`src/sv/cce_pkg.sv`:
```
package cce_pkg;

  // Longest escape sequence and size of the sequence table
  localparam int SEQ_MAX    = 7;
  localparam int TABLE_SIZE = 29;
  localparam int CODE_LIMIT = 28;
  localparam int CODE_W     = $clog2(TABLE_SIZE);
  localparam int CNT_W      = $clog2(SEQ_MAX + 1);

  localparam logic [7:0] AMP    = 8'h26;
  localparam logic [7:0] DIGIT0 = 8'h30;
  localparam logic [7:0] DIGIT9 = 8'h39;

  // Held partial code
  localparam logic [1:0] HELD_NONE  = 2'd0;
  localparam logic [1:0] HELD_AMP   = 2'd1;
  localparam logic [1:0] HELD_DIGIT = 2'd2;

  typedef struct packed {
    logic [7:0] in_byte;
    logic       msg_end;
  } in_t;

  typedef struct packed {
    logic [7:0] out_byte;
    logic       run_end;
    logic       msg_end_out;
  } out_t;

  // Bytes caused by one input transaction; entry 0 goes out first
  typedef struct packed {
    logic [SEQ_MAX-1:0][7:0] bytes;
    logic [CNT_W-1:0]        count;
    logic                    msg_end;
  } run_t;

  function automatic logic [CNT_W-1:0] seq_len(input logic [CODE_W-1:0] code);
    logic [CNT_W-1:0] len;
    case (code)
      5'd0:                                                  len = 3'd6;
      5'd9, 5'd10, 5'd11, 5'd12, 5'd13, 5'd14, 5'd15, 5'd16: len = 3'd7;
      5'd28:                                                 len = 3'd7;
      5'd25, 5'd26:                                          len = 3'd4;
      default:                                               len = 3'd5;
    endcase
    return len;
  endfunction

  // Sequence text, first byte in the top byte lane
  function automatic logic [SEQ_MAX*8-1:0] seq_text(input logic [CODE_W-1:0] code);
    logic [SEQ_MAX*8-1:0] lit;
    case (code)
      5'd0:    lit = "\033[0;0m";
      5'd1:    lit = "\033[31m";
      5'd2:    lit = "\033[32m";
      5'd3:    lit = "\033[33m";
      5'd4:    lit = "\033[34m";
      5'd5:    lit = "\033[35m";
      5'd6:    lit = "\033[36m";
      5'd7:    lit = "\033[37m";
      5'd8:    lit = "\033[30m";
      5'd9:    lit = "\033[1;31m";
      5'd10:   lit = "\033[1;32m";
      5'd11:   lit = "\033[1;33m";
      5'd12:   lit = "\033[1;34m";
      5'd13:   lit = "\033[1;35m";
      5'd14:   lit = "\033[1;36m";
      5'd15:   lit = "\033[1;37m";
      5'd16:   lit = "\033[1;30m";
      5'd17:   lit = "\033[41m";
      5'd18:   lit = "\033[42m";
      5'd19:   lit = "\033[43m";
      5'd20:   lit = "\033[44m";
      5'd21:   lit = "\033[45m";
      5'd22:   lit = "\033[46m";
      5'd23:   lit = "\033[47m";
      5'd24:   lit = "\033[40m";
      5'd25:   lit = "\033[4m";
      5'd26:   lit = "\033[5m";
      5'd27:   lit = "\033[38m";
      5'd28:   lit = "\033[1;38m";
      default: lit = "\033[0;0m";
    endcase
    return lit << (8 * (SEQ_MAX - int'(seq_len(code))));
  endfunction

endpackage

```
`src/sv/cce_parse.sv`:
```
module cce_parse import cce_pkg::*; (
  input  logic  clk,
  input  logic  rst,
  input  logic  accept,
  input  in_t   in_data,
  input  logic  color_enable,
  output run_t  run
);

  logic [1:0]              held_count;
  logic [3:0]              held_digit;
  logic [1:0]              held_count_next;
  logic [3:0]              held_digit_next;
  logic                    is_dig;
  logic                    is_amp;
  logic [7:0]              code_full;
  logic [CODE_W-1:0]       code_sel;
  logic [SEQ_MAX*8-1:0]    seq;
  logic [CNT_W-1:0]        len;
  logic                    flush_amp;
  logic                    flush_dig;
  logic                    take_b;
  logic [SEQ_MAX-1:0][7:0] run_bytes;
  logic [CNT_W-1:0]        n;

  assign is_dig = (in_data.in_byte >= DIGIT0) && (in_data.in_byte <= DIGIT9);
  assign is_amp = (in_data.in_byte == AMP);

  // Two-digit code: tens * 10 + units, out-of-range codes fall back to reset
  assign code_full = {1'b0, held_digit, 3'b000} + {3'b000, held_digit, 1'b0}
                     + {4'h0, in_data.in_byte[3:0]};
  assign code_sel  = (code_full > 8'(CODE_LIMIT) || code_full >= 8'(TABLE_SIZE))
                     ? '0 : code_full[CODE_W-1:0];
  assign seq = seq_text(code_sel);
  assign len = seq_len(code_sel);

  always_comb begin
    run_bytes       = '0;
    n               = '0;
    held_count_next = held_count;
    held_digit_next = held_digit;
    flush_amp       = 1'b0;
    flush_dig       = 1'b0;
    take_b          = 1'b0;
    case (held_count)
      HELD_AMP: begin
        if (is_dig) begin
          held_count_next = HELD_DIGIT;
          held_digit_next = in_data.in_byte[3:0];
        end else begin
          flush_amp = 1'b1;
          take_b    = 1'b1;
        end
      end
      HELD_DIGIT: begin
        if (is_dig) begin
          held_count_next = HELD_NONE;
          if (color_enable) begin
            for (int k = 0; k < SEQ_MAX; k++) begin
              run_bytes[k] = seq[8*(SEQ_MAX-1-k) +: 8];
            end
            n = len;
          end
        end else begin
          flush_amp = 1'b1;
          flush_dig = 1'b1;
          take_b    = 1'b1;
        end
      end
      default: take_b = 1'b1;
    endcase
    if (flush_amp) begin
      run_bytes[n] = AMP;
      n = n + 1'b1;
    end
    if (flush_dig) begin
      run_bytes[n] = DIGIT0 + {4'h0, held_digit};
      n = n + 1'b1;
    end
    if (take_b) begin
      if (is_amp) begin
        held_count_next = HELD_AMP;
      end else begin
        held_count_next = HELD_NONE;
        run_bytes[n] = in_data.in_byte;
        n = n + 1'b1;
      end
    end
    if (in_data.msg_end) begin
      if (held_count_next == HELD_AMP || held_count_next == HELD_DIGIT) begin
        run_bytes[n] = AMP;
        n = n + 1'b1;
      end
      if (held_count_next == HELD_DIGIT) begin
        run_bytes[n] = DIGIT0 + {4'h0, held_digit_next};
        n = n + 1'b1;
      end
      held_count_next = HELD_NONE;
    end
  end

  assign run.bytes   = run_bytes;
  assign run.count   = n;
  assign run.msg_end = in_data.msg_end;

  always_ff @(posedge clk) begin
    if (rst) begin
      held_count <= HELD_NONE;
      held_digit <= '0;
    end else if (accept) begin
      held_count <= held_count_next;
      held_digit <= held_digit_next;
    end
  end

  a_held_legal: assert property (@(posedge clk) disable iff (rst)
    held_count != 2'd3)
    else $error("held count reached an unused code");

  a_end_clears: assert property (@(posedge clk) disable iff (rst)
    accept && in_data.msg_end |=> held_count == HELD_NONE)
    else $error("partial code survived the end of a message");

endmodule

```
`src/sv/cce_emit.sv`:
```
module cce_emit import cce_pkg::*; (
  input  logic  clk,
  input  logic  rst,
  input  logic  load,
  input  run_t  run,
  input  logic  out_stall,
  output logic  out_valid,
  output out_t  out_data,
  output logic  free
);

  logic [SEQ_MAX-1:0][7:0] bytes;
  logic [CNT_W-1:0]        count;
  logic                    msg_end;
  logic                    take;

  assign out_valid = (count != '0);
  assign take      = out_valid && !out_stall;
  assign free      = (count == '0) || (count == CNT_W'(1) && take);

  assign out_data.out_byte    = bytes[0];
  assign out_data.run_end     = (count == CNT_W'(1));
  assign out_data.msg_end_out = (count == CNT_W'(1)) && msg_end;

  always_ff @(posedge clk) begin
    if (rst) begin
      count <= '0;
    end else if (load) begin
      count <= run.count;
    end else if (take) begin
      count <= count - 1'b1;
    end
  end

  // Advance the byte queue towards lane 0
  always_ff @(posedge clk) begin
    if (load) begin
      bytes   <= run.bytes;
      msg_end <= run.msg_end;
    end else if (take) begin
      for (int k = 0; k < SEQ_MAX - 1; k++) begin
        bytes[k] <= bytes[k+1];
      end
      bytes[SEQ_MAX-1] <= '0;
    end
  end

  a_count_range: assert property (@(posedge clk) disable iff (rst)
    count <= CNT_W'(SEQ_MAX))
    else $error("byte count beyond the longest run");

  a_load_when_free: assert property (@(posedge clk) disable iff (rst)
    load |-> (count == '0) || (count == CNT_W'(1) && !out_stall))
    else $error("new run loaded over bytes still to send");

endmodule

```
`src/sv/color_code_expander.sv`:
```
// Colour code expander.
// Input channel (in_valid / in_stall / in_data) takes one text byte per
// transaction, with msg_end marking the last byte of a message. The output
// channel (out_valid / out_stall / out_data) returns the converted text one
// byte per transaction; run_end flags the last byte caused by an input
// transaction and msg_end_out the last byte of a message.
// A code '&' plus two digits becomes an escape sequence of 4 to 7 bytes, or
// nothing while colour is off (cfg_wen / cfg_wdata write the enable bit).
// Latency: an accepted byte appears at the output on the next cycle.
// Throughput: one input per cycle while each produces at most one byte and
// the output is not stalled; an input producing N bytes holds the output
// register until all N are taken, and the next input is taken in the cycle
// its last byte leaves. A partial code produces no byte.
// Reset: colour enabled, nothing held, output empty.
// Receiver stall: hold the current byte; in_stall rises until the run
// drains down to its final byte and that byte is taken.
module color_code_expander import cce_pkg::*; (
  input  logic clk,
  input  logic rst,
  input  logic in_valid,
  output logic in_stall,
  input  in_t  in_data,
  output logic out_valid,
  input  logic out_stall,
  output out_t out_data,
  input  logic cfg_wen,
  input  logic cfg_wdata
);

  logic color_enable;
  logic accept;
  logic free;
  run_t run;

  // Accept whenever the output side will be empty after this edge
  assign in_stall = !free;
  assign accept   = in_valid && free;

  always_ff @(posedge clk) begin
    if (rst) begin
      color_enable <= 1'b1;
    end else if (cfg_wen) begin
      color_enable <= cfg_wdata;
    end
  end

  // Decode the byte against the held partial code into a run of bytes
  cce_parse u_parse (
    .clk          (clk),
    .rst          (rst),
    .accept       (accept),
    .in_data      (in_data),
    .color_enable (color_enable),
    .run          (run)
  );

  // Send the run out one byte per transaction
  cce_emit u_emit (
    .clk       (clk),
    .rst       (rst),
    .load      (accept),
    .run       (run),
    .out_stall (out_stall),
    .out_valid (out_valid),
    .out_data  (out_data),
    .free      (free)
  );

endmodule

```
`config.mk`:
```
export PLATFORM = sky130hd
export DESIGN_NAME = color_code_expander
export DESIGN_NICKNAME = d
export VERILOG_FILES = /design/src/sv/cce_pkg.sv /design/src/sv/cce_parse.sv /design/src/sv/cce_emit.sv /design/src/sv/color_code_expander.sv
export SDC_FILE = /design/constraint.sdc
export NUM_CORES = 1
export LEC_CHECK = 0
export BUFFER_PORTS_ARGS = -buffer_cell sky130_fd_sc_hd__buf_2
export CAP_MARGIN = 20
export CORE_MARGIN = 5
export CORE_UTILIZATION = 25
export DETAILED_ROUTE_END_ITERATION = 16
export PLACE_DENSITY = 0.42
export SLEW_MARGIN = 15
export SYNTH_ARGS = -nofsm -noshare
export SYNTH_HDL_FRONTEND = slang
export SYNTH_HIERARCHICAL = 1
export SYNTH_SLANG_ARGS = --single-unit
export TNS_END_PERCENT = 30
```
`constraint.sdc`:
```
create_clock -name clk -period 10.41 [get_ports clk]
set_input_delay 0.5205 -clock clk [delete_from_list [all_inputs] [get_ports clk]]
set_output_delay 0.5205 -clock clk [all_outputs]
set_load 0.1 [all_outputs]
```
==> run metrics <==
status finished clean; DIE AREA 0.0281 mm2; CP Capture Type register; Worst Hold Endpoint color_enable; reg2reg end u_emit/out_data[9]; Commonest cells post-synth edfxtp_1 (57), nand2_1 (56), nor2_1 (49), mux2_1 (48), nor3_1 (28); Hold Path Class in -> reg; max incr delay on CP 850 ps; Iter 0 DRT Violations 691; H-tree levels 3; clk root buf clkbuf_16; ANT cells 0; Finished Layout Cells 1000; syn_nets 719; port bufs 26; # resized after CTS 0; reg2reg path depth 30; ys flop type edfxtp_1; total track usage 0.154; Die H 168 um; Area after DPL 0.00654 mm2; Yosys top cell by area edfxtp_1; final hold viol count 0; chip width 168 um; sum of negative setup slack 0 ps; most common cell in the synthesized netlist edfxtp_1; post-synth top area share 0.276; P&R area growth vs syn 10.5%; CP startpoint kind register; GRT Residual Overflow 0; Lkg Pwr 2.60 nW; core area 0.0244 mm2; largest net degree at the start of global routing 65; drt first pass iters 5; met3 GRT Util 0.0222; PnR Total Power 1.20 mW; switching share of power 0.379; RSZ-0062 raised after global routing no; GR met2 Demand/Resource 0.246; setup violators final 0; DR vias 5620; WL/cell 22.4 um; ranking of synthesized cells by area edfxtp_1 (28%), mux2_1 (8.7%), ha_1 (4.8%); Max Transition Viols Final 0; Synth Instances 678; Util after Layout 0.281; antenna-violating nets left 0; hold_sp cfg_wdata; FF-to-FF setup slack 780 ps; Final nets 712; Critical Setup Path Class reg -> reg; final setup margin 776 ps; FFs w/ async S/R, synth 0; Yosys cell types 90; WHS 374 ps; dpl ws 772 ps; drc violations 0; max-cap violations 0; CP arrival 9720 ps; I/O pin cnt 27; Total Routed Length 22400 um; worst vdd ir 0.153 mV; clock slew at reported path FFs 60 ps; most frequent CP cell ha_1; Final GP Congestion 0.939; M1 GR Usage 0.216; Worst-Skew Late Latency 350 ps; placement row count 57; clock network fraction of total power 0.281; CTS tree yes; cell area after layout 0.00685 mm2; CP max-delay cell fa_1; vias per inst 5.62; layout cells sized above 1 0.139; P_int 0.747 mW; grt peak-use layer met2; fin crit period 9630 ps; Sequential Power Share 0.384; Logic pwr share 0.335; critical path required time 10490 ps; worst-path fanout max 16; Ys Warns 6; first-pass GRT wire length 33700 um; Mapped Area 0.00620 mm2; Max clock buf depth 2; Initial Utilization 0.254; antenna violations before repair 1; Synth Area per Inst 9.15 um2; r2r startpoint u_parse/held_digit[0]; fin crit share 0.925; Yosys reg bits 67; Worst-Margin Slew 1130 ps; Setup Skew 11.0 ps; Power Density 175 mW/mm2; EDFF count, synth 57; crit path from u_parse/held_digit[0]; Post-CTS Setup Bufs 0; vias in the first global route 5421; Post-DP HPWL 16700 um; relative slew slack 0.247; share of the yosys chip area belonging to registers 0.308; Placed Cells 984; depth of the worst hold-timing path 2; # clock sinks 67; f_max 104 MHz; CTS Buf Count 9; Switch Pwr 0.456 mW; # hold bufs at CTS 0
## placed cells by master (no fill, tap or decap), types with 4 or more instances in the layout
master | synthesis | final
a221oi_1 | 7 | 7
o22ai_1 | 13 | 13
o21a_1 | 5 | 5
a22oi_1 | 16 | 16
xnor2_1 | 9 | 9
nand4_1 | 8 | 8
o211ai_1 | 6 | 6
nand2b_1 | 6 | 6
o21ai_1 | 6 | 6
buf_4 | 14 | 4
nand2_1 | 56 | 56
nand3_1 | 18 | 18
nor3_1 | 28 | 28
inv_1 | 21 | 21
buf_2 | 10 | 26
nor3_2 | 7 | 7
and3_1 | 13 | 13
or2_2 | 6 | 6
a2bb2oi_1 | 7 | 7
a211o_1 | 6 | 6
or3_1 | 8 | 8
a211oi_1 | 9 | 9
a31oi_1 | 5 | 5
a32oi_1 | 5 | 5
a21oi_1 | 27 | 27
dfxtp_1 | 10 | 10
a21o_1 | 7 | 7
ha_1 | 24 | 24
nor2_1 | 49 | 49
mux2i_1 | 10 | 10
o2bb2ai_1 | 4 | 4
and2_1 | 17 | 16
o21ai_0 | 22 | 21
mux2_2 | 7 | 7
nor2b_1 | 9 | 9
edfxtp_1 | 57 | 57
mux2_1 | 48 | 48
clkbuf_16 | 0 | 9
## worst max-delay path, delay by kind of cell (launching register included)
kind	cells	cell delay, ps
adders and majority gates	8	3410
muxes	2	690
AOI/OAI and AO/OA	7	1820
DFF	1	600
buffers and inverters	2	340
and+or+nand+nor	11	2530
## layout make-up
type                            count  area [um2]
Fill cell                        2608       17500
Multi-Input combinational cell    538        3960
Sequential cell                    67        1910
Tap cell                          324         405
Clock buffer                       10         229
Timing Repair Buffer               30         160
Inverter                           25        95.1
Clock inverter                      6        88.8
## logic make-up (layout without fill, tap and decap cells)
family,Yosys count,after routing,synth area share
buffers and inverters,73,71,0.0549
muxes,65,65,0.116
DFF,67,67,0.308
AOI/OAI and AO/OA,191,191,0.236
adders and majority gates,26,26,0.0549
and+or+nand+nor,243,243,0.207
xor gates and xnor gates,13,13,0.0238
## layer usage
layer / part of all wire / routed length [um] / vias to the layer above
li1: - / - / 2587
met1: 0.45 / 10100 / 2782
met2: 0.46 / 10300 / 216
met3: 0.058 / 1300 / 35
met4: 0.029 / 655 / 0
met5: 0 / 0 / -
## power by group through the flow
stage	clock network, mW	logic [mW]	registers (mW)
final	0.338	0.403	0.462
after detailed placement	0	0.405	0.471
after global routing	0.361	0.429	0.473
after floorplan	0	0.349	0.467
after global placement	0	0.404	0.469
after CTS	0.348	0.408	0.466
## state kept, by name (all words and copies together), names as in the netlist
register and flops:
u_emit/out_data 8, u_parse/held_digit 4, u_parse/held_count 2, u_emit/msg_end 1, color_enable 1, u_emit/bytes 48, u_emit/count 3
## worst max-delay path by stage
stage	to	slack, ps	cells after the start
floorplan	u_emit/bytes[29]	2590	32
detailed placement	u_emit/out_data[9]	770	32
global route	u_emit/out_data[9]	180	31
global placement	u_emit/out_data[9]	1190	32
finish	u_emit/out_data[9]	780	30
CTS	u_emit/out_data[9]	950	31
(Power assumes the default switching activity.)
